===== src/design/ffba_pkg.sv =====
// ----------------------------------------------------------------------------
// ffba_pkg: shared types and constants of the first-fit block allocator
// Operation codes, field widths, the controller state type and the
// structures that carry table read and write requests.
// ----------------------------------------------------------------------------
package ffba_pkg;

    // Field widths of the request and response beats.
    localparam int OP_W   = 2;
    localparam int IDX_W  = 4;
    localparam int SIZE_W = 16;
    localparam int FRAG_W = 20;
    localparam int CFG_W  = 5;

    // Widest table address and entry that the table parameters allow.
    localparam int ADDR_MAX_W = 8;
    localparam int DATA_MAX_W = 32;

    localparam logic [CFG_W-1:0]  CFG_RESET = 5'd16;
    localparam logic [FRAG_W-1:0] FRAG_MAX  = 20'hFFFFF;

    // Operation codes.
    localparam logic [OP_W-1:0] OP_LOAD    = 2'd0;
    localparam logic [OP_W-1:0] OP_REQUEST = 2'd1;
    localparam logic [OP_W-1:0] OP_REPORT  = 2'd2;

    typedef enum logic [1:0] {
        S_IDLE,
        S_SCAN,
        S_DONE
    } t_state;

    typedef struct packed {
        logic                  en;
        logic [ADDR_MAX_W-1:0] addr;
    } t_tbl_rd;

    typedef struct packed {
        logic                  en;
        logic [ADDR_MAX_W-1:0] addr;
        logic [DATA_MAX_W-1:0] data;
        logic                  used;
    } t_tbl_wr;

endpackage


===== src/design/ffba_if.sv =====
// ----------------------------------------------------------------------------
// ffba_if: request and response channels of the block allocator
// Valid/ready channels; a beat moves when valid and ready are both high.
// ----------------------------------------------------------------------------
interface ffba_in_if import ffba_pkg::*; ();
    logic              valid;
    logic              ready;
    logic [OP_W-1:0]   op;
    logic [IDX_W-1:0]  block_index;
    logic [SIZE_W-1:0] size_value;

    modport source (output valid, op, block_index, size_value, input ready);
    modport sink   (input valid, op, block_index, size_value, output ready);
endinterface

interface ffba_out_if import ffba_pkg::*; ();
    logic              valid;
    logic              ready;
    logic              allocated;
    logic [IDX_W-1:0]  chosen_block;
    logic [SIZE_W-1:0] leftover;
    logic [FRAG_W-1:0] external_fragmentation;

    modport source (output valid, allocated, chosen_block, leftover,
                    external_fragmentation, input ready);
    modport sink   (input valid, allocated, chosen_block, leftover,
                    external_fragmentation, output ready);
endinterface


===== src/design/ffba_table.sv =====
// ----------------------------------------------------------------------------
// ffba_table: block size memory and used flags
// One write port and one read port; read data and flag are registered.
// ----------------------------------------------------------------------------
module ffba_table import ffba_pkg::*; #(
    parameter int MAX_BLOCKS = 16,
    parameter int SIZE_WIDTH = 16
) (
    input  logic                  i_clk,
    input  logic                  i_rst_n,
    input  t_tbl_rd               i_rd,
    input  t_tbl_wr               i_wr,
    output logic [SIZE_WIDTH-1:0] o_rd_data,
    output logic                  o_rd_used
);
    localparam int AW = (MAX_BLOCKS > 1) ? $clog2(MAX_BLOCKS) : 1;

    logic [SIZE_WIDTH-1:0] r_mem [MAX_BLOCKS];
    logic [MAX_BLOCKS-1:0] r_used;
    logic [SIZE_WIDTH-1:0] r_rd_data;
    logic                  r_rd_used;
    logic [AW-1:0]         rd_addr;
    logic [AW-1:0]         wr_addr;

    assign rd_addr = i_rd.addr[AW-1:0];
    assign wr_addr = i_wr.addr[AW-1:0];

    always_ff @(posedge i_clk) begin
        if (i_wr.en) begin
            r_mem[wr_addr] <= SIZE_WIDTH'(i_wr.data);
        end
        if (i_rd.en) begin
            r_rd_data <= r_mem[rd_addr];
            r_rd_used <= r_used[rd_addr];
        end
    end

    // Used flags are cleared at reset; the sizes are not.
    always_ff @(posedge i_clk) begin
        if (!i_rst_n) begin
            r_used <= '0;
        end else if (i_wr.en) begin
            r_used[wr_addr] <= i_wr.used;
        end
    end

    assign o_rd_data = r_rd_data;
    assign o_rd_used = r_rd_used;
endmodule


===== src/design/ffba_ctrl.sv =====
// ----------------------------------------------------------------------------
// ffba_ctrl: scan sequencer of the block allocator
// Streams table reads, evaluates each entry in the cycle after its read, writes
// loads and granted blocks to the table and holds the result in an output register.
// ----------------------------------------------------------------------------
module ffba_ctrl import ffba_pkg::*; #(
    parameter int MAX_BLOCKS = 16,
    parameter int SIZE_WIDTH = 16
) (
    input  logic                                i_clk,
    input  logic                                i_rst_n,
    ffba_in_if.sink                             i_req,
    ffba_out_if.source                          o_rsp,
    input  logic [$clog2(MAX_BLOCKS+1)-1:0]     i_active,
    output t_tbl_rd                             o_tbl_rd,
    output t_tbl_wr                             o_tbl_wr,
    input  logic [SIZE_WIDTH-1:0]               i_rd_data,
    input  logic                                i_rd_used
);
    localparam int AW   = (MAX_BLOCKS > 1) ? $clog2(MAX_BLOCKS) : 1;
    localparam int NW   = $clog2(MAX_BLOCKS + 1);
    localparam int CMPW = (SIZE_WIDTH > SIZE_W) ? SIZE_WIDTH : SIZE_W;
    localparam int SUMW = ((SIZE_WIDTH > FRAG_W) ? SIZE_WIDTH : FRAG_W) + 1;

    t_state            r_state, n_state;
    logic [OP_W-1:0]   r_op, n_op;
    logic [SIZE_W-1:0] r_size, n_size;
    logic [NW-1:0]     r_issue, n_issue;
    logic              r_pend, n_pend;
    logic              r_pend_last, n_pend_last;
    logic [AW-1:0]     r_pend_idx, n_pend_idx;
    logic [FRAG_W-1:0] r_sum, n_sum;
    logic              r_res_alloc, n_res_alloc;
    logic [IDX_W-1:0]  r_res_blk, n_res_blk;
    logic [SIZE_W-1:0] r_res_left, n_res_left;
    logic [FRAG_W-1:0] r_res_frag, n_res_frag;
    logic              r_out_valid, n_out_valid;
    logic              r_out_alloc, n_out_alloc;
    logic [IDX_W-1:0]  r_out_blk, n_out_blk;
    logic [SIZE_W-1:0] r_out_left, n_out_left;
    logic [FRAG_W-1:0] r_out_frag, n_out_frag;

    logic                  accept;
    logic                  hit;
    logic [SIZE_WIDTH-1:0] remain;
    logic [SUMW-1:0]       sum_add;
    logic [FRAG_W-1:0]     sum_sat;

    assign i_req.ready = (r_state == S_IDLE);
    assign accept      = i_req.valid && i_req.ready;

    assign hit     = CMPW'(i_rd_data) >= CMPW'(r_size);
    assign remain  = i_rd_data - SIZE_WIDTH'(r_size);
    assign sum_add = SUMW'(r_sum) + SUMW'(i_rd_data);
    assign sum_sat = (sum_add > SUMW'(FRAG_MAX)) ? FRAG_MAX : FRAG_W'(sum_add);

    always_comb begin
        n_state     = r_state;
        n_op        = r_op;
        n_size      = r_size;
        n_issue     = r_issue;
        n_pend      = r_pend;
        n_pend_last = r_pend_last;
        n_pend_idx  = r_pend_idx;
        n_sum       = r_sum;
        n_res_alloc = r_res_alloc;
        n_res_blk   = r_res_blk;
        n_res_left  = r_res_left;
        n_res_frag  = r_res_frag;
        n_out_valid = r_out_valid && !o_rsp.ready;
        n_out_alloc = r_out_alloc;
        n_out_blk   = r_out_blk;
        n_out_left  = r_out_left;
        n_out_frag  = r_out_frag;
        o_tbl_rd    = '0;
        o_tbl_wr    = '0;

        unique case (r_state)
            S_IDLE: begin
                if (accept) begin
                    n_op        = i_req.op;
                    n_size      = i_req.size_value;
                    n_issue     = '0;
                    n_pend      = 1'b0;
                    n_sum       = '0;
                    n_res_alloc = 1'b0;
                    n_res_blk   = '0;
                    n_res_left  = '0;
                    n_res_frag  = '0;
                    n_state     = S_DONE;
                    unique case (i_req.op)
                        OP_LOAD: begin
                            if (32'(i_req.block_index) < MAX_BLOCKS) begin
                                o_tbl_wr.en   = 1'b1;
                                o_tbl_wr.addr = ADDR_MAX_W'(i_req.block_index);
                                o_tbl_wr.data =
                                    DATA_MAX_W'(SIZE_WIDTH'(i_req.size_value));
                                o_tbl_wr.used = 1'b0;
                            end
                        end
                        OP_REQUEST, OP_REPORT: begin
                            if (i_active != '0) begin
                                n_state = S_SCAN;
                            end
                        end
                        default: begin
                            n_state = S_DONE;
                        end
                    endcase
                end
            end
            S_SCAN: begin
                // Keep one read in flight per cycle until the last entry or a granted block.
                if (r_issue < i_active) begin
                    o_tbl_rd.en   = 1'b1;
                    o_tbl_rd.addr = ADDR_MAX_W'(r_issue[AW-1:0]);
                    n_issue       = r_issue + NW'(1);
                    n_pend        = 1'b1;
                    n_pend_idx    = r_issue[AW-1:0];
                    n_pend_last   = (r_issue == i_active - NW'(1));
                end else begin
                    n_pend = 1'b0;
                end
                if (r_pend) begin
                    if (r_op == OP_REQUEST) begin
                        if (hit) begin
                            o_tbl_wr.en   = 1'b1;
                            o_tbl_wr.addr = ADDR_MAX_W'(r_pend_idx);
                            o_tbl_wr.data = DATA_MAX_W'(remain);
                            o_tbl_wr.used = 1'b1;
                            n_res_alloc   = 1'b1;
                            n_res_blk     = IDX_W'(r_pend_idx);
                            n_res_left    = SIZE_W'(remain);
                            n_state       = S_DONE;
                        end else if (r_pend_last) begin
                            n_state = S_DONE;
                        end
                    end else begin
                        if (!i_rd_used) begin
                            n_sum = sum_sat;
                        end
                        if (r_pend_last) begin
                            n_res_frag = i_rd_used ? r_sum : sum_sat;
                            n_state    = S_DONE;
                        end
                    end
                end
            end
            S_DONE: begin
                if (!r_out_valid || o_rsp.ready) begin
                    n_out_valid = 1'b1;
                    n_out_alloc = r_res_alloc;
                    n_out_blk   = r_res_blk;
                    n_out_left  = r_res_left;
                    n_out_frag  = r_res_frag;
                    n_state     = S_IDLE;
                end
            end
            default: begin
                n_state = S_IDLE;
            end
        endcase
    end

    always_ff @(posedge i_clk) begin
        if (!i_rst_n) begin
            r_state     <= S_IDLE;
            r_pend      <= 1'b0;
            r_out_valid <= 1'b0;
        end else begin
            r_state     <= n_state;
            r_pend      <= n_pend;
            r_out_valid <= n_out_valid;
        end
    end

    always_ff @(posedge i_clk) begin
        r_op        <= n_op;
        r_size      <= n_size;
        r_issue     <= n_issue;
        r_pend_last <= n_pend_last;
        r_pend_idx  <= n_pend_idx;
        r_sum       <= n_sum;
        r_res_alloc <= n_res_alloc;
        r_res_blk   <= n_res_blk;
        r_res_left  <= n_res_left;
        r_res_frag  <= n_res_frag;
        r_out_alloc <= n_out_alloc;
        r_out_blk   <= n_out_blk;
        r_out_left  <= n_out_left;
        r_out_frag  <= n_out_frag;
    end

    assign o_rsp.valid                  = r_out_valid;
    assign o_rsp.allocated              = r_out_alloc;
    assign o_rsp.chosen_block           = r_out_blk;
    assign o_rsp.leftover               = r_out_left;
    assign o_rsp.external_fragmentation = r_out_frag;
endmodule


===== src/design/first_fit_block_allocator_core.sv =====
// ----------------------------------------------------------------------------
// first_fit_block_allocator_core: first-fit block allocator
// Keeps a table of block sizes with used flags, serves size requests from
// the lowest fitting block and reports the free size of untouched blocks.
// ----------------------------------------------------------------------------
//
//  Channel   Direction  Beat contents
//  --------  ---------  -------------------------------------------------
//  i_req     in         op, block_index, size_value
//  o_rsp     out        allocated, chosen_block, leftover,
//                       external_fragmentation
//  i_cfg_*   in         blocks_in_use (write only, no handshake)
//
// A load or an unknown operation goes from accept to the done state and then
// to the output register. A request or report with N active blocks streams
// one table read per cycle through the single memory read port; a request
// stops at its first fitting block. One item is in work at a time. The
// sequencer is idle again once its result sits in the output register, so a
// new beat is accepted while that result waits; a second result waits in the
// sequencer until the output register is free. Reset is synchronous and
// clears the used flags at once; block sizes are not cleared.
//
module first_fit_block_allocator_core import ffba_pkg::*; #(
    parameter int MAX_BLOCKS = 16,
    parameter int SIZE_WIDTH = 16
) (
    input  logic             i_clk,
    input  logic             i_rst_n,
    ffba_in_if.sink          i_req,
    ffba_out_if.source       o_rsp,
    input  logic             i_cfg_we,
    input  logic [CFG_W-1:0] i_cfg_wdata
);
    localparam int NW = $clog2(MAX_BLOCKS + 1);

    // Number of blocks that take part in a scan.
    logic [CFG_W-1:0]      r_blocks_in_use;
    logic [NW-1:0]         active;

    t_tbl_rd               tbl_rd;
    t_tbl_wr               tbl_wr;
    logic [SIZE_WIDTH-1:0] rd_data;
    logic                  rd_used;

    always_ff @(posedge i_clk) begin
        if (!i_rst_n) begin
            r_blocks_in_use <= CFG_RESET;
        end else if (i_cfg_we) begin
            r_blocks_in_use <= i_cfg_wdata;
        end
    end

    // A setting above the table depth scans the whole table.
    assign active = (32'(r_blocks_in_use) > MAX_BLOCKS) ? NW'(MAX_BLOCKS)
                                                         : NW'(r_blocks_in_use);

    ffba_ctrl #(
        .MAX_BLOCKS (MAX_BLOCKS),
        .SIZE_WIDTH (SIZE_WIDTH)
    ) u_ctrl (
        .i_clk     (i_clk),
        .i_rst_n   (i_rst_n),
        .i_req     (i_req),
        .o_rsp     (o_rsp),
        .i_active  (active),
        .o_tbl_rd  (tbl_rd),
        .o_tbl_wr  (tbl_wr),
        .i_rd_data (rd_data),
        .i_rd_used (rd_used)
    );

    ffba_table #(
        .MAX_BLOCKS (MAX_BLOCKS),
        .SIZE_WIDTH (SIZE_WIDTH)
    ) u_table (
        .i_clk     (i_clk),
        .i_rst_n   (i_rst_n),
        .i_rd      (tbl_rd),
        .i_wr      (tbl_wr),
        .o_rd_data (rd_data),
        .o_rd_used (rd_used)
    );
endmodule


===== src/flat_wrapper.sv =====
// flat-port wrapper written by rule: the top's interface ports become plain ports
module first_fit_block_allocator_core_flat import ffba_pkg::*;
#(
    parameter int MAX_BLOCKS = 16,
    parameter int SIZE_WIDTH = 16
)
  (i_clk, i_rst_n, i_cfg_we, i_cfg_wdata, i_req_valid, i_req_op, i_req_block_index, i_req_size_value, i_req_ready, o_rsp_valid, o_rsp_allocated, o_rsp_chosen_block, o_rsp_leftover, o_rsp_external_fragmentation, o_rsp_ready);
  ffba_in_if i_req_i ();
  ffba_out_if o_rsp_i ();
  input  logic i_clk;
  input  logic i_rst_n;
  input  logic i_cfg_we;
  input  logic [CFG_W-1:0] i_cfg_wdata;
  input wire logic [$bits(i_req_i.valid)-1:0] i_req_valid;
  input wire logic [$bits(i_req_i.op)-1:0] i_req_op;
  input wire logic [$bits(i_req_i.block_index)-1:0] i_req_block_index;
  input wire logic [$bits(i_req_i.size_value)-1:0] i_req_size_value;
  output wire logic [$bits(i_req_i.ready)-1:0] i_req_ready;
  output wire logic [$bits(o_rsp_i.valid)-1:0] o_rsp_valid;
  output wire logic [$bits(o_rsp_i.allocated)-1:0] o_rsp_allocated;
  output wire logic [$bits(o_rsp_i.chosen_block)-1:0] o_rsp_chosen_block;
  output wire logic [$bits(o_rsp_i.leftover)-1:0] o_rsp_leftover;
  output wire logic [$bits(o_rsp_i.external_fragmentation)-1:0] o_rsp_external_fragmentation;
  input wire logic [$bits(o_rsp_i.ready)-1:0] o_rsp_ready;
  assign i_req_i.valid = i_req_valid;
  assign i_req_i.op = i_req_op;
  assign i_req_i.block_index = i_req_block_index;
  assign i_req_i.size_value = i_req_size_value;
  assign i_req_ready = i_req_i.ready;
  assign o_rsp_valid = o_rsp_i.valid;
  assign o_rsp_allocated = o_rsp_i.allocated;
  assign o_rsp_chosen_block = o_rsp_i.chosen_block;
  assign o_rsp_leftover = o_rsp_i.leftover;
  assign o_rsp_external_fragmentation = o_rsp_i.external_fragmentation;
  assign o_rsp_i.ready = o_rsp_ready;
  first_fit_block_allocator_core #(.MAX_BLOCKS(MAX_BLOCKS), .SIZE_WIDTH(SIZE_WIDTH)) u_core (.i_clk(i_clk), .i_rst_n(i_rst_n), .i_req(i_req_i), .o_rsp(o_rsp_i), .i_cfg_we(i_cfg_we), .i_cfg_wdata(i_cfg_wdata));
endmodule

===== config.mk =====
export PLATFORM = sky130hd
export DESIGN_NAME = first_fit_block_allocator_core_flat
export DESIGN_NICKNAME = d
export VERILOG_FILES = /design/src/design/ffba_pkg.sv /design/src/design/ffba_if.sv /design/src/design/ffba_table.sv /design/src/design/ffba_ctrl.sv /design/src/design/first_fit_block_allocator_core.sv /design/src/flat_wrapper.sv
export SDC_FILE = /design/constraint.sdc
export NUM_CORES = 1
export LEC_CHECK = 0
export ABC_CLOCK_PERIOD_IN_PS = 4700
export BUFFER_PORTS_ARGS = -buffer_cell sky130_fd_sc_hd__buf_2
export CAP_MARGIN = 20
export CORE_ASPECT_RATIO = 1.1
export CORE_UTILIZATION = 50
export CTS_CLUSTER_SIZE = 20
export DETAILED_ROUTE_END_ITERATION = 7
export GPL_ROUTABILITY_DRIVEN = 0
export PLACE_DENSITY = 0.68
export RECOVER_POWER = 25
export SLEW_MARGIN = 10
export SYNTH_ARGS = -nofsm -noshare
export SYNTH_HDL_FRONTEND = slang
export SYNTH_SLANG_ARGS = --single-unit

===== constraint.sdc =====
create_clock -name i_clk -period 4.7 [get_ports i_clk]
set_input_delay 0.47 -clock i_clk [delete_from_list [all_inputs] [get_ports i_clk]]
set_output_delay 0.47 -clock i_clk [all_outputs]
set_load 0.05 [all_outputs]

==> results of run 1 <==
## power breakdown
part	total, W	internal (W)	leakage [nW]	switching, W
Sequential	0.00439	0.00432	3.96	0.0000687
Combinational	0.000955	0.000316	2.47	0.000638
Clock	0.00355	0.00213	0.708	0.00141
Total	0.00889	0.00677	7.15	0.00212
## flip-flops by register name (all words and copies together) (netlist names), 16 cells and up
signal                                      count
u_core.u_table.o_rd_data                       16
u_core.u_ctrl.r_res_frag                       20
u_core.u_ctrl.o_rsp.external_fragmentation     20
u_core.u_table.r_used                          16
u_core.u_table.r_mem                          256
u_core.u_ctrl.r_res_left                       16
u_core.u_ctrl.o_rsp.leftover                   16
u_core.u_ctrl.r_sum                            20
u_core.u_ctrl.r_size                           16
## path summary, 6_finish.rpt
kind / from / endpoint
setup / recovery: u_core.u_ctrl.r_issue[1] / u_core.u_table.o_rd_data[10]
hold / removal: i_req_op[1] / u_core.u_ctrl.r_op[1]
setup reg to reg: u_core.u_ctrl.r_issue[1] / u_core.u_table.o_rd_data[10]
hold reg to reg: u_core.u_ctrl.r_res_blk[0] / u_core.u_ctrl.o_rsp.chosen_block[0]
## logic make-up after synthesis
| group | Yosys count |
|---|---|
| flip-flops | 428 |
| buffers and inverters | 110 |
| AO/OA/AOI/OAI | 311 |
| XOR/XNOR | 34 |
| AND/OR/NAND/NOR | 270 |
| adder cells (fa/ha/maj) | 42 |
| multiplexers | 61 |
## metrics by stage
stage                     util (%)  power, W
after CTS                     58.3   0.00895
after global placement        54.2   0.00541
after floorplan                  -   0.00513
after detailed placement      54.2   0.00542
after global routing          58.1   0.00917
final                         58.1   0.00889
## area by class of cell
class,count,area [sq um]
Clock buffer,52,1110
Clock inverter,28,349
Fill cell,2846,14900
Inverter,53,199
Multi-Input combinational cell,718,5160
Sequential cell,428,12600
Tap cell,481,602
Timing Repair Buffer,115,589
## per-layer routing
metal	vias to the layer above	track usage (%)	wire length [um]
met4	0	7.14	1210
met3	76	3.30	2690
met2	414	38.0	20400
met1	5530	30.0	17200
li1	5071	-	-
met5	-	0	0
## layout by cell type, fill, tap and decap left out, types with 20 or more instances in the layout
cell       instances
edfxtp_1         403
nand2_1          113
clkbuf_1          72
nor2_1            66
a21oi_1           56
inv_1             53
o21ai_0           45
clkbuf_16         43
ha_1              40
buf_4             37
o22ai_1           34
a22oi_1           33
mux2i_1           28
nor2b_1           25
dfxtp_1           25
a211oi_1          24
xor2_1            20
## worst register-to-register path, cell delays in order (launching register included)
cell      delay, ps
edfxtp_1        640
ha_1            320
nor2b_1         130
o21a_1          180
o211a_1         290
nor2_1          910
nand2_1         730
o22ai_1         440
a211o_1         150
==> run_summary.xml, run 1 <==
<?xml version="1.0" encoding="UTF-8"?>
<metrics>
  <group name="status">
    <metric name="outcome" unit="">complete, but fails checks</metric>
    <metric name="violations" unit="">capacitance limit, slew limit</metric>
  </group>
  <group name="clocking">
    <metric name="cts.root.buffer_cell" unit="">clkbuf_16</metric>
    <metric name="clock_tree.buffer_depth" unit="">3</metric>
    <metric name="clock_pin_slew_reported_for_the_worst_setup_and_hold_paths_after_clock_tree_synthesis" unit="ps">60</metric>
    <metric name="cts_hold_repair.buffers" unit="">0</metric>
    <metric name="post_cts.repair.setup_buffers" unit="">0</metric>
    <metric name="cts_made_buffers" unit="">43</metric>
    <metric name="clk_latency" unit="ps">540</metric>
    <metric name="h_tree_depth" unit="">2</metric>
    <metric name="cts_num_sinks" unit="">428</metric>
    <metric name="cts_tree" unit="">done</metric>
    <metric name="cts-resized-gates" unit="">0</metric>
  </group>
  <group name="sta">
    <metric name="timing_max_transition_violations_final" unit="">91</metric>
    <metric name="setup_tns" unit="ps">0</metric>
    <metric name="hold_viol" unit="">0</metric>
    <metric name="achievable-frequency" unit="MHz">256</metric>
    <metric name="worst-slew-pin-transition" unit="ps">1670</metric>
    <metric name="final.min_clock_period" unit="ps">3910</metric>
    <metric name="fin_ws" unit="ps">789</metric>
    <metric name="clock-skew-final" unit="ps">17.3</metric>
    <metric name="layout_worst_path_cycle_share" unit="%">83.2</metric>
    <metric name="finalHoldWorstSlack" unit="ps">121</metric>
    <metric name="report.final.setup_viol" unit="">0</metric>
    <metric name="max_slew_margin" unit="%">-11.4</metric>
    <metric name="setup_repair_after_global_routing_missed_its_margin" unit="">no</metric>
  </group>
  <group name="routing">
    <metric name="routed_wl" unit="mm">41.5</metric>
    <metric name="via_count" unit="">11100</metric>
    <metric name="drt_iter0_markers" unit="">949</metric>
    <metric name="wl_per_cell" unit="um">22.1</metric>
    <metric name="viasPerCell" unit="">5.92</metric>
    <metric name="drt_pass1_iterations" unit="">5</metric>
    <metric name="drt_drc_violations_left" unit="">0</metric>
    <metric name="route.antenna.remaining_nets" unit="">0</metric>
  </group>
  <group name="place">
    <metric name="dpl_cell_area" unit="sq um">19200</metric>
    <metric name="numPortBuffers" unit="">74</metric>
    <metric name="dpl.cell_count" unit="">1794</metric>
    <metric name="post_place_setup_slack" unit="ps">1120</metric>
    <metric name="dp_hpwl" unit="mm">27.2</metric>
  </group>
  <group name="synth">
    <metric name="synth.mux.area_fraction" unit="%">4.63</metric>
    <metric name="nets_in_the_synthesized_netlist" unit="">1330</metric>
    <metric name="synth_simple_gate_area_share" unit="%">7.06</metric>
    <metric name="cell_type_with_the_largest_total_area_after_synthesis" unit="">edfxtp_1</metric>
    <metric name="area_fraction_of_the_dominant_cell_type_after_synthesis" unit="%">66.4</metric>
    <metric name="compound_gate_fraction_of_synth_area" unit="%">12.0</metric>
    <metric name="synth-adder-area-share" unit="%">2.97</metric>
    <metric name="synth_enable_flop_cells" unit="">403</metric>
    <metric name="synth_flop_cell" unit="">edfxtp_1</metric>
    <metric name="sequential_element_share_of_the_synthesized_area" unit="%">69.2</metric>
    <metric name="syn_inst" unit="">1256</metric>
    <metric name="synth_xor_xnor_area_share" unit="%">1.63</metric>
    <metric name="synth_top_family_by_area" unit="">compound AO/OA/AOI/OAI gates</metric>
    <metric name="ys_warn_count" unit="">0</metric>
    <metric name="yosys_register_bits" unit="">428</metric>
    <metric name="synthesis.area_per_instance" unit="sq um">14.5</metric>
    <metric name="post_synth_design_cell_area" unit="sq um">18200</metric>
    <metric name="yosysUniqueCellTypes" unit="">78</metric>
    <metric name="synth_async_sr_flop_share" unit="%">0</metric>
    <metric name="yosysMostFrequentCell" unit="">edfxtp_1</metric>
    <metric name="ys_top_cells_by_count" unit="">edfxtp_1 (403), nand2_1 (113), nor2_1 (67)</metric>
    <metric name="synth_area_leaders" unit="">edfxtp_1 (66%), dfxtp_1 (2.7%), ha_1 (2.7%)</metric>
  </group>
  <group name="die">
    <metric name="die-height" unit="um">202</metric>
    <metric name="initial_core_util" unit="%">51.3</metric>
    <metric name="placeableCoreArea" unit="sq um">35500</metric>
    <metric name="io_pins" unit="">75</metric>
    <metric name="die_area" unit="sq um">37200</metric>
    <metric name="core.rowCount" unit="">72</metric>
    <metric name="chipWidth" unit="um">184</metric>
  </group>
  <group name="pwr">
    <metric name="power-per-cell-area" unit="nW/um^2">431</metric>
    <metric name="leakage" unit="nW">7.15</metric>
    <metric name="vdd_ir_drop_max" unit="uV">287</metric>
  </group>
  <group name="critical_path">
    <metric name="worstSetupPathDepth" unit="">8</metric>
    <metric name="timing.critical_path.from_type" unit="">flop</metric>
    <metric name="cpLargestDelayFamily" unit="">simple AND/OR/NAND/NOR gates</metric>
    <metric name="timing.setup.critical_path_class" unit="">reg -&gt; reg</metric>
    <metric name="critical_path_peak_fanout" unit="">17</metric>
    <metric name="timing.critical_path.required" unit="ps">5110</metric>
    <metric name="cp-end-kind" unit="">flop</metric>
    <metric name="worstPathArrival" unit="ps">4320</metric>
    <metric name="worst-r2r-cell-count" unit="">8</metric>
    <metric name="r2r_setup_slack" unit="ps">790</metric>
    <metric name="cpMaxStageDelayCell" unit="">nor2_1</metric>
    <metric name="crit_path_cells" unit="">ha_1 &gt; nor2b_1 &gt; o21a_1 &gt; o211a_1 &gt; nor2_1 &gt; nand2_1 &gt; o22ai_1 &gt; a211o_1</metric>
    <metric name="cp.buffers_inverters" unit="">0</metric>
    <metric name="max_stage_delay" unit="ps">900</metric>
  </group>
  <group name="hold_path">
    <metric name="cell_depth_of_the_worst_min_delay_path" unit="">1</metric>
    <metric name="hold_path_class" unit="">in -&gt; reg</metric>
  </group>
  <group name="grt">
    <metric name="grt_pass1_vias" unit="">10800</metric>
    <metric name="globalRouteTotalUtil" unit="%">22.5</metric>
    <metric name="grt_overflow" unit="">0</metric>
    <metric name="grt_start_max_net_pins" unit="">58</metric>
    <metric name="grt_pass1_wl" unit="mm">63.0</metric>
    <metric name="antenna_found_initial" unit="">0</metric>
  </group>
  <group name="final_layout">
    <metric name="postLayoutCellArea" unit="sq um">20600</metric>
    <metric name="layout.nets" unit="">1433</metric>
    <metric name="finish.cell_count_without_fillers" unit="">1875</metric>
    <metric name="drive_above_1_share" unit="%">12.5</metric>
    <metric name="antenna_cells" unit="">0</metric>
    <metric name="area_growth" unit="%">13.1</metric>
  </group>
  <group name="job">
    <metric name="maxCapViolCount" unit="">2</metric>
  </group>
</metrics>
(Power assumes the default switching activity.)
==> run 2, diff against run 1 <==
- ABC_AREA: unset -> 1
- ABC_CLOCK_PERIOD_IN_PS: 4700 -> 3800
- clock period: 4.7 -> 3.8 ns (I/O delays scaled with it)
==> run_summary.xml, run 2 <==
<?xml version="1.0" encoding="UTF-8"?>
<metrics>
  <group name="status">
    <metric name="outcome" unit="">complete, but fails checks</metric>
    <metric name="violations" unit="">capacitance limit, slew limit</metric>
  </group>
  <group name="final_layout">
    <metric name="multi_input_comb_area" unit="sq um">5240</metric>
    <metric name="finalCoreUtilization" unit="%">58.5</metric>
    <metric name="largest-register" unit="">u_core.u_table.r_mem</metric>
    <metric name="seqCellArea" unit="sq um">12600</metric>
    <metric name="layout.cells.most_common_list" unit="">edfxtp_1 (403), nand2_1 (289), nor2_1 (192), inv_1 (112), nand3_1 (102)</metric>
    <metric name="postLayoutCellArea" unit="sq um">21300</metric>
    <metric name="drive_above_1_share" unit="%">11.5</metric>
    <metric name="area_growth" unit="%">14.7</metric>
    <metric name="layout.nets" unit="">1807</metric>
    <metric name="layout.cells.most_common" unit="">edfxtp_1</metric>
    <metric name="largest_register_ffs" unit="">256</metric>
    <metric name="layout.filler_cells" unit="">2949</metric>
  </group>
  <group name="sta">
    <metric name="hold_viol" unit="">0</metric>
    <metric name="achievable-frequency" unit="MHz">304</metric>
    <metric name="layout_worst_path_cycle_share" unit="%">86.4</metric>
    <metric name="setup_repair_after_global_routing_missed_its_margin" unit="">no</metric>
    <metric name="final.min_clock_period" unit="ps">3280</metric>
    <metric name="worst-slew-pin-transition" unit="ps">1680</metric>
    <metric name="timing_max_transition_violations_final" unit="">33</metric>
    <metric name="setup_tns" unit="ps">0</metric>
    <metric name="max_slew_margin" unit="%">-11.7</metric>
    <metric name="report.final.setup_viol" unit="">0</metric>
    <metric name="clock-skew-final" unit="ps">24.4</metric>
  </group>
  <group name="clocking">
    <metric name="cts.root.buffer_cell" unit="">clkbuf_16</metric>
    <metric name="cts_hold_repair.buffers" unit="">13</metric>
    <metric name="clock_pin_slew_reported_for_the_worst_setup_and_hold_paths_after_clock_tree_synthesis" unit="ps">60</metric>
    <metric name="clock_tree.buffer_depth" unit="">3</metric>
    <metric name="post_cts.repair.setup_buffers" unit="">0</metric>
    <metric name="cts_num_sinks" unit="">428</metric>
    <metric name="clk_latency" unit="ps">580</metric>
    <metric name="h_tree_depth" unit="">2</metric>
    <metric name="cts_tree" unit="">done</metric>
    <metric name="cts-resized-gates" unit="">0</metric>
    <metric name="cts_made_buffers" unit="">44</metric>
  </group>
  <group name="synth">
    <metric name="nets_in_the_synthesized_netlist" unit="">1681</metric>
    <metric name="synthesis.area_per_instance" unit="sq um">11.5</metric>
    <metric name="post_synth_design_cell_area" unit="sq um">18500</metric>
    <metric name="ys_top_cells_by_count" unit="">edfxtp_1 (403), nand2_1 (289), nor2_1 (191)</metric>
    <metric name="synth_enable_flop_cells" unit="">403</metric>
    <metric name="area_fraction_of_the_dominant_cell_type_after_synthesis" unit="%">65.2</metric>
    <metric name="synth_area_leaders" unit="">edfxtp_1 (65%), nand2_1 (5.8%), nor2_1 (3.9%)</metric>
    <metric name="yosysUniqueCellTypes" unit="">43</metric>
    <metric name="ys_warn_count" unit="">0</metric>
    <metric name="syn_inst" unit="">1607</metric>
    <metric name="synth_flop_cell" unit="">edfxtp_1</metric>
    <metric name="synth_async_sr_flop_share" unit="%">0</metric>
    <metric name="sequential_element_share_of_the_synthesized_area" unit="%">67.9</metric>
    <metric name="cell_type_with_the_largest_total_area_after_synthesis" unit="">edfxtp_1</metric>
    <metric name="yosysMostFrequentCell" unit="">edfxtp_1</metric>
    <metric name="yosys_register_bits" unit="">428</metric>
  </group>
  <group name="grt">
    <metric name="grt_pass1_vias" unit="">12300</metric>
    <metric name="grt_start_max_net_pins" unit="">72</metric>
    <metric name="globalRouteTotalUtil" unit="%">24.7</metric>
    <metric name="grt_pass1_wl" unit="mm">69.6</metric>
    <metric name="grt_overflow" unit="">0</metric>
    <metric name="antenna_found_initial" unit="">1</metric>
  </group>
  <group name="job">
    <metric name="maxCapViolCount" unit="">1</metric>
  </group>
  <group name="routing">
    <metric name="drt_iter0_markers" unit="">1088</metric>
    <metric name="viasPerCell" unit="">5.62</metric>
    <metric name="wl_per_cell" unit="um">20.2</metric>
    <metric name="drt_pass1_iterations" unit="">7</metric>
    <metric name="drt_drc_violations_left" unit="">0</metric>
    <metric name="routed_wl" unit="mm">45.5</metric>
    <metric name="via_count" unit="">12700</metric>
    <metric name="route.antenna.remaining_nets" unit="">0</metric>
  </group>
  <group name="hold_path">
    <metric name="cell_depth_of_the_worst_min_delay_path" unit="">3</metric>
    <metric name="hp-start" unit="">i_cfg_wdata[4]</metric>
    <metric name="hold_path_class" unit="">in -&gt; reg</metric>
    <metric name="worst_hold_path.endpoint" unit="">u_core.r_blocks_in_use[4]</metric>
  </group>
  <group name="die">
    <metric name="core.rowCount" unit="">73</metric>
    <metric name="io_pins" unit="">75</metric>
    <metric name="placeableCoreArea" unit="sq um">36400</metric>
    <metric name="chipWidth" unit="um">186</metric>
    <metric name="die_area" unit="sq um">37900</metric>
    <metric name="initial_core_util" unit="%">51.0</metric>
    <metric name="die-height" unit="um">204</metric>
  </group>
  <group name="critical_path">
    <metric name="r2r-start" unit="">u_core.u_table.o_rd_data[12]</metric>
    <metric name="r2r_setup_slack" unit="ps">520</metric>
    <metric name="cp-end-kind" unit="">flop</metric>
    <metric name="timing.setup.critical_path_class" unit="">reg -&gt; reg</metric>
    <metric name="worstPathArrival" unit="ps">3480</metric>
    <metric name="worst-r2r-cell-count" unit="">13</metric>
    <metric name="timing.critical_path.required" unit="ps">4000</metric>
    <metric name="reg2reg_to" unit="">u_core.u_table.r_mem[3][5]</metric>
    <metric name="critical_path_peak_fanout" unit="">16</metric>
    <metric name="timing.critical_path.from_type" unit="">flop</metric>
  </group>
  <group name="pwr">
    <metric name="vdd_ir_drop_max" unit="uV">403</metric>
    <metric name="leakage" unit="nW">8.32</metric>
    <metric name="power-per-cell-area" unit="nW/um^2">668</metric>
  </group>
  <group name="place">
    <metric name="dpl_cell_area" unit="sq um">19700</metric>
    <metric name="dp_hpwl" unit="mm">29.7</metric>
    <metric name="numPortBuffers" unit="">74</metric>
  </group>
</metrics>
-- run 2: cell count changes in the layout (fill, tap and decap cells not counted), sizes merged, moves of 25 or more --
cell / delta
a211oi: -26
a22oi: -33
inv: +62
mux2i: -28
nand2: +186
nand3: +90
nor2: +134
nor2b: -25
o211ai: +66
o21ai: +66
o22ai: -32
or2: +34
-- run 2: logic make-up (layout without fill, tap and decap cells) --
logic type	count (synthesis)	after routing	share of synthesized area, %
fa+ha+maj	42	42	2.91
simple gates	659	659	15.3
compound gates	259	259	8.34
other cells	0	1	0
flops	428	428	67.9
buf+inv	186	347	3.91
xor+xnor	33	33	1.56
-- run 2: critical path, cell delays in order (launching register included) --
cell and delay [ps]:
edfxtp_1 540, ha_1 440, nand2_1 90, nor2_1 190
inv_1 70, nor2_1 130, nand3_1 100, nand3_2 140
nand3_1 90, nand2_1 170, nand2_2 140, inv_1 70
nand2_1 70, inv_1 630
-- run 2: cell type report --
type,instances,share of cell area (%)
Antenna cell,1,0.0118
Clock buffer,55,5.51
Clock inverter,26,1.48
Inverter,122,2.15
Multi-Input combinational cell,993,24.6
Sequential cell,428,59.2
Tap cell,487,2.86
Timing Repair Buffer,144,4.12
-- run 2: how the worst max path moves through the flow --
| stage | from | slack (ps) | end |
|---|---|---|---|
| 2_1_floorplan | u_core.u_ctrl.r_state[1] | 650 | u_core.u_table.r_mem[14][0] |
| 3_3_place_gp | u_core.u_table.o_rd_data[0] | 630 | u_core.u_table.r_mem[5][9] |
| 3_5_place_dp | u_core.u_table.o_rd_data[12] | 550 | u_core.u_ctrl.r_res_alloc |
| 4_1_cts | u_core.u_table.o_rd_data[12] | 540 | u_core.u_ctrl.r_res_left[1] |
| 5_1_grt | u_core.u_table.o_rd_data[0] | 290 | u_core.u_table.r_mem[12][7] |
| 6_report | u_core.u_table.o_rd_data[12] | 520 | u_core.u_table.r_mem[3][5] |
-- run 2: layer usage --
metal | vias to the layer above | global-route usage [%] | wire length (um)
li1 | 5900 | - | -
met1 | 6099 | 31.6 | 18100
met2 | 571 | 40.9 | 22100
met3 | 110 | 4.72 | 3760
met4 | 0 | 10.8 | 1550
met5 | - | 0 | 0
-- run 2: report_power, final --
part           switching (W)  total [W]  internal (W)
registers           0.000287    0.00635       0.00606
clock network        0.00181    0.00443       0.00261
logic                0.00250    0.00344      0.000942
-- run 2: through the flow --
| step | std cells | total power (W) | worst slack [ps] | hold slack (ps) |
|---|---|---|---|---|
| floorplan | 1607 | 0.00884 | 649 | 400 |
| global placement | 2160 | 0.00981 | 628 | 401 |
| detailed placement | 2160 | 0.00989 | 546 | 405 |
| CTS | 2254 | 0.0143 | 538 | 0.0586 |
| global route | 2255 | 0.0148 | 287 | 44.7 |
| finish | 2256 | 0.0142 | 516 | 40.2 |
==> run 3, diff against run 2 <==
- CELL_PAD_IN_SITES_DETAIL_PLACEMENT: unset -> 0
- CELL_PAD_IN_SITES_GLOBAL_PLACEMENT: unset -> 1
- PLACE_DENSITY: 0.68 -> 0.8
==> run_summary.xml, run 3 (synthesis gave the netlist of run 2 again) <==
<?xml version="1.0" encoding="UTF-8"?>
<metrics>
  <group name="hold_path">
    <metric name="hold_path_class" unit="">in -&gt; reg</metric>
    <metric name="hp-start" unit="">i_cfg_wdata[4]</metric>
    <metric name="worst_hold_path.endpoint" unit="">u_core.r_blocks_in_use[4]</metric>
    <metric name="cell_depth_of_the_worst_min_delay_path" unit="">3</metric>
  </group>
  <group name="clocking">
    <metric name="cts.root.buffer_cell" unit="">clkbuf_16</metric>
    <metric name="cts_made_buffers" unit="">44</metric>
    <metric name="clock_pin_slew_reported_for_the_worst_setup_and_hold_paths_after_clock_tree_synthesis" unit="ps">60</metric>
    <metric name="cts_tree" unit="">done</metric>
    <metric name="clk_latency" unit="ps">560</metric>
    <metric name="cts_num_sinks" unit="">428</metric>
    <metric name="clock_tree.buffer_depth" unit="">3</metric>
    <metric name="h_tree_depth" unit="">2</metric>
    <metric name="post_cts.repair.setup_buffers" unit="">0</metric>
  </group>
  <group name="final_layout">
    <metric name="seqCellArea" unit="sq um">12600</metric>
    <metric name="largest_register_ffs" unit="">256</metric>
    <metric name="area_growth" unit="%">13.9</metric>
    <metric name="layout.filler_cells" unit="">3025</metric>
    <metric name="largest-register" unit="">u_core.u_table.r_mem</metric>
    <metric name="antenna_cells" unit="">0</metric>
    <metric name="layout.cells.most_common_list" unit="">edfxtp_1 (403), nand2_1 (289), nor2_1 (192), inv_1 (112), nand3_1 (102)</metric>
    <metric name="layout.nets" unit="">1790</metric>
    <metric name="multi_input_comb_area" unit="sq um">5240</metric>
    <metric name="drive_above_1_share" unit="%">11.1</metric>
    <metric name="layout.cells.most_common" unit="">edfxtp_1</metric>
  </group>
  <group name="job">
    <metric name="maxCapViolCount" unit="">2</metric>
  </group>
  <group name="critical_path">
    <metric name="critical_path_peak_fanout" unit="">16</metric>
    <metric name="max_stage_delay" unit="ps">480</metric>
    <metric name="cp-end-kind" unit="">flop</metric>
    <metric name="worst-r2r-cell-count" unit="">15</metric>
    <metric name="timing.critical_path.from_type" unit="">flop</metric>
    <metric name="cpMaxStageDelayCell" unit="">inv_1</metric>
    <metric name="cp.buffers_inverters" unit="">3</metric>
    <metric name="crit_path_cells" unit="">inv_1 &gt; ha_1 &gt; inv_1 &gt; fa_1 &gt; nand2_1 &gt; nand2_1 &gt; nand3_1 &gt; nand2_1 &gt; nand2_1 &gt; nand3_2 &gt; nand3_1 &gt; nand2_2 &gt; nor2_2 &gt; nand2_1 &gt; inv_1</metric>
    <metric name="timing.setup.critical_path_class" unit="">reg -&gt; reg</metric>
    <metric name="reg2reg_to" unit="">u_core.u_table.r_mem[3][0]</metric>
    <metric name="timing.critical_path.required" unit="ps">4000</metric>
    <metric name="r2r-start" unit="">u_core.u_table.o_rd_data[0]</metric>
    <metric name="cpLargestDelayFamily" unit="">simple AND/OR/NAND/NOR gates</metric>
    <metric name="r2r_setup_slack" unit="ps">580</metric>
    <metric name="most_frequent_cell_on_the_critical_path" unit="">nand2_1</metric>
    <metric name="worstPathArrival" unit="ps">3420</metric>
  </group>
  <group name="routing">
    <metric name="routed_wl" unit="mm">42.9</metric>
    <metric name="route.antenna.remaining_nets" unit="">0</metric>
    <metric name="drt_drc_violations_left" unit="">0</metric>
    <metric name="wl_per_cell" unit="um">19.2</metric>
    <metric name="via_count" unit="">12200</metric>
    <metric name="drt_iter0_markers" unit="">972</metric>
    <metric name="viasPerCell" unit="">5.44</metric>
    <metric name="drt_pass1_iterations" unit="">5</metric>
  </group>
  <group name="grt">
    <metric name="antenna_found_initial" unit="">0</metric>
    <metric name="grt_overflow" unit="">0</metric>
    <metric name="globalRouteTotalUtil" unit="%">23.6</metric>
    <metric name="grt_pass1_vias" unit="">11900</metric>
    <metric name="grt_pass1_wl" unit="mm">67.1</metric>
    <metric name="grt_start_max_net_pins" unit="">72</metric>
  </group>
  <group name="die">
    <metric name="chipWidth" unit="um">186</metric>
    <metric name="core.rowCount" unit="">73</metric>
    <metric name="io_pins" unit="">75</metric>
    <metric name="initial_core_util" unit="%">51.0</metric>
    <metric name="die_area" unit="sq um">37900</metric>
    <metric name="die-height" unit="um">204</metric>
    <metric name="placeableCoreArea" unit="sq um">36400</metric>
  </group>
  <group name="sta">
    <metric name="finalHoldWorstSlack" unit="ps">40.7</metric>
    <metric name="clock-skew-final" unit="ps">14.0</metric>
    <metric name="report.final.setup_viol" unit="">0</metric>
    <metric name="worst-slew-pin-transition" unit="ps">1670</metric>
    <metric name="setup_tns" unit="ps">0</metric>
    <metric name="achievable-frequency" unit="MHz">310</metric>
    <metric name="setup_repair_after_global_routing_missed_its_margin" unit="">no</metric>
    <metric name="timing_max_transition_violations_final" unit="">106</metric>
    <metric name="layout_worst_path_cycle_share" unit="%">84.8</metric>
    <metric name="final.min_clock_period" unit="ps">3220</metric>
    <metric name="hold_viol" unit="">0</metric>
    <metric name="max_slew_margin" unit="%">-11.3</metric>
  </group>
  <group name="status">
    <metric name="violations" unit="">capacitance limit, slew limit</metric>
    <metric name="outcome" unit="">complete, but fails checks</metric>
  </group>
  <group name="pwr">
    <metric name="leakage" unit="nW">8.24</metric>
    <metric name="intPower" unit="W">0.00963</metric>
    <metric name="finalPower" unit="W">0.0142</metric>
    <metric name="power-per-cell-area" unit="nW/um^2">670</metric>
    <metric name="clock_power_share" unit="%">31.2</metric>
    <metric name="seq_power_share" unit="%">44.8</metric>
    <metric name="power.combinational.fraction" unit="%">24.0</metric>
    <metric name="net-switching-power" unit="W">0.00452</metric>
    <metric name="vdd_ir_drop_max" unit="uV">487</metric>
    <metric name="sw_frac_of_total" unit="%">31.9</metric>
  </group>
  <group name="place">
    <metric name="dp_hpwl" unit="mm">28.1</metric>
    <metric name="numPortBuffers" unit="">74</metric>
  </group>
</metrics>
## run 3: changes by cell type in the layout (fill, tap and decap cells not counted), moves of 2 or more
cell	delta
clkinv_1	+6
clkbuf_8	-3
buf_4	-7
buf_2	-2
clkbuf_1	-3
dlygate4sd3_1	-11
## run 3: layer usage
layer	track usage [%]	vias up	wire [um]
met3	3.47	71	2520
met4	8.52	0	1130
met1	32.1	5884	18500
li1	-	5874	-
met5	0	-	0
met2	38.7	354	20800
## run 3: power by group through the flow
stage	logic, W	clock network, W	registers, W
2_1_floorplan	0.00207	0	0.00677
3_3_place_gp	0.00342	0	0.00641
3_5_place_dp	0.00345	0	0.00643
4_1_cts	0.00347	0.00449	0.00634
5_1_grt	0.00377	0.00468	0.00641
6_report	0.00340	0.00441	0.00635
## run 3: how the worst max path moves through the flow
stage / startpoint / end / slack (ps) / cells after the start
floorplan: u_core.u_ctrl.r_state[1] / u_core.u_table.r_mem[14][0] / 650 / 10
global placement: u_core.u_table.o_rd_data[0] / u_core.u_table.r_mem[3][0] / 590 / 15
detailed placement: u_core.u_table.o_rd_data[0] / u_core.u_table.r_mem[3][7] / 590 / 15
CTS: u_core.u_table.o_rd_data[0] / u_core.u_table.r_mem[3][15] / 570 / 15
global route: u_core.u_table.o_rd_data[0] / u_core.u_table.r_mem[3][11] / 330 / 15
finish: u_core.u_table.o_rd_data[0] / u_core.u_table.r_mem[3][0] / 580 / 15
## run 3: layout make-up
class / count / share of cell area, %
Clock buffer: 49 / 5.40
Clock inverter: 32 / 1.61
Tap cell: 487 / 2.89
Sequential cell: 428 / 59.7
Inverter: 122 / 2.17
Timing Repair Buffer: 127 / 3.47
Multi-Input combinational cell: 993 / 24.8
## run 3: timing repair
action | 4_1_cts | 5_1_grt
endpoints found under the hold margin | 2 | 0
gates resized for setup | 0 | 0
hold buffers | 2 | 0
## run 3: through the flow
stage	util (%)	cell area [sq um]	instances	setup slack, ps
after floorplan	-	18500	1607	649
after global placement	54.2	19700	2154	591
after detailed placement	54.2	19700	2154	594
after CTS	58.4	21200	2237	566
after global routing	58.1	21100	2238	328
final	58.1	21100	2238	577
## run 3: worst min-delay path: cells and delay by family
family | cells | cell delay [ps]
AO/OA/AOI/OAI | 2 | 110
buffers and inverters | 1 | 80
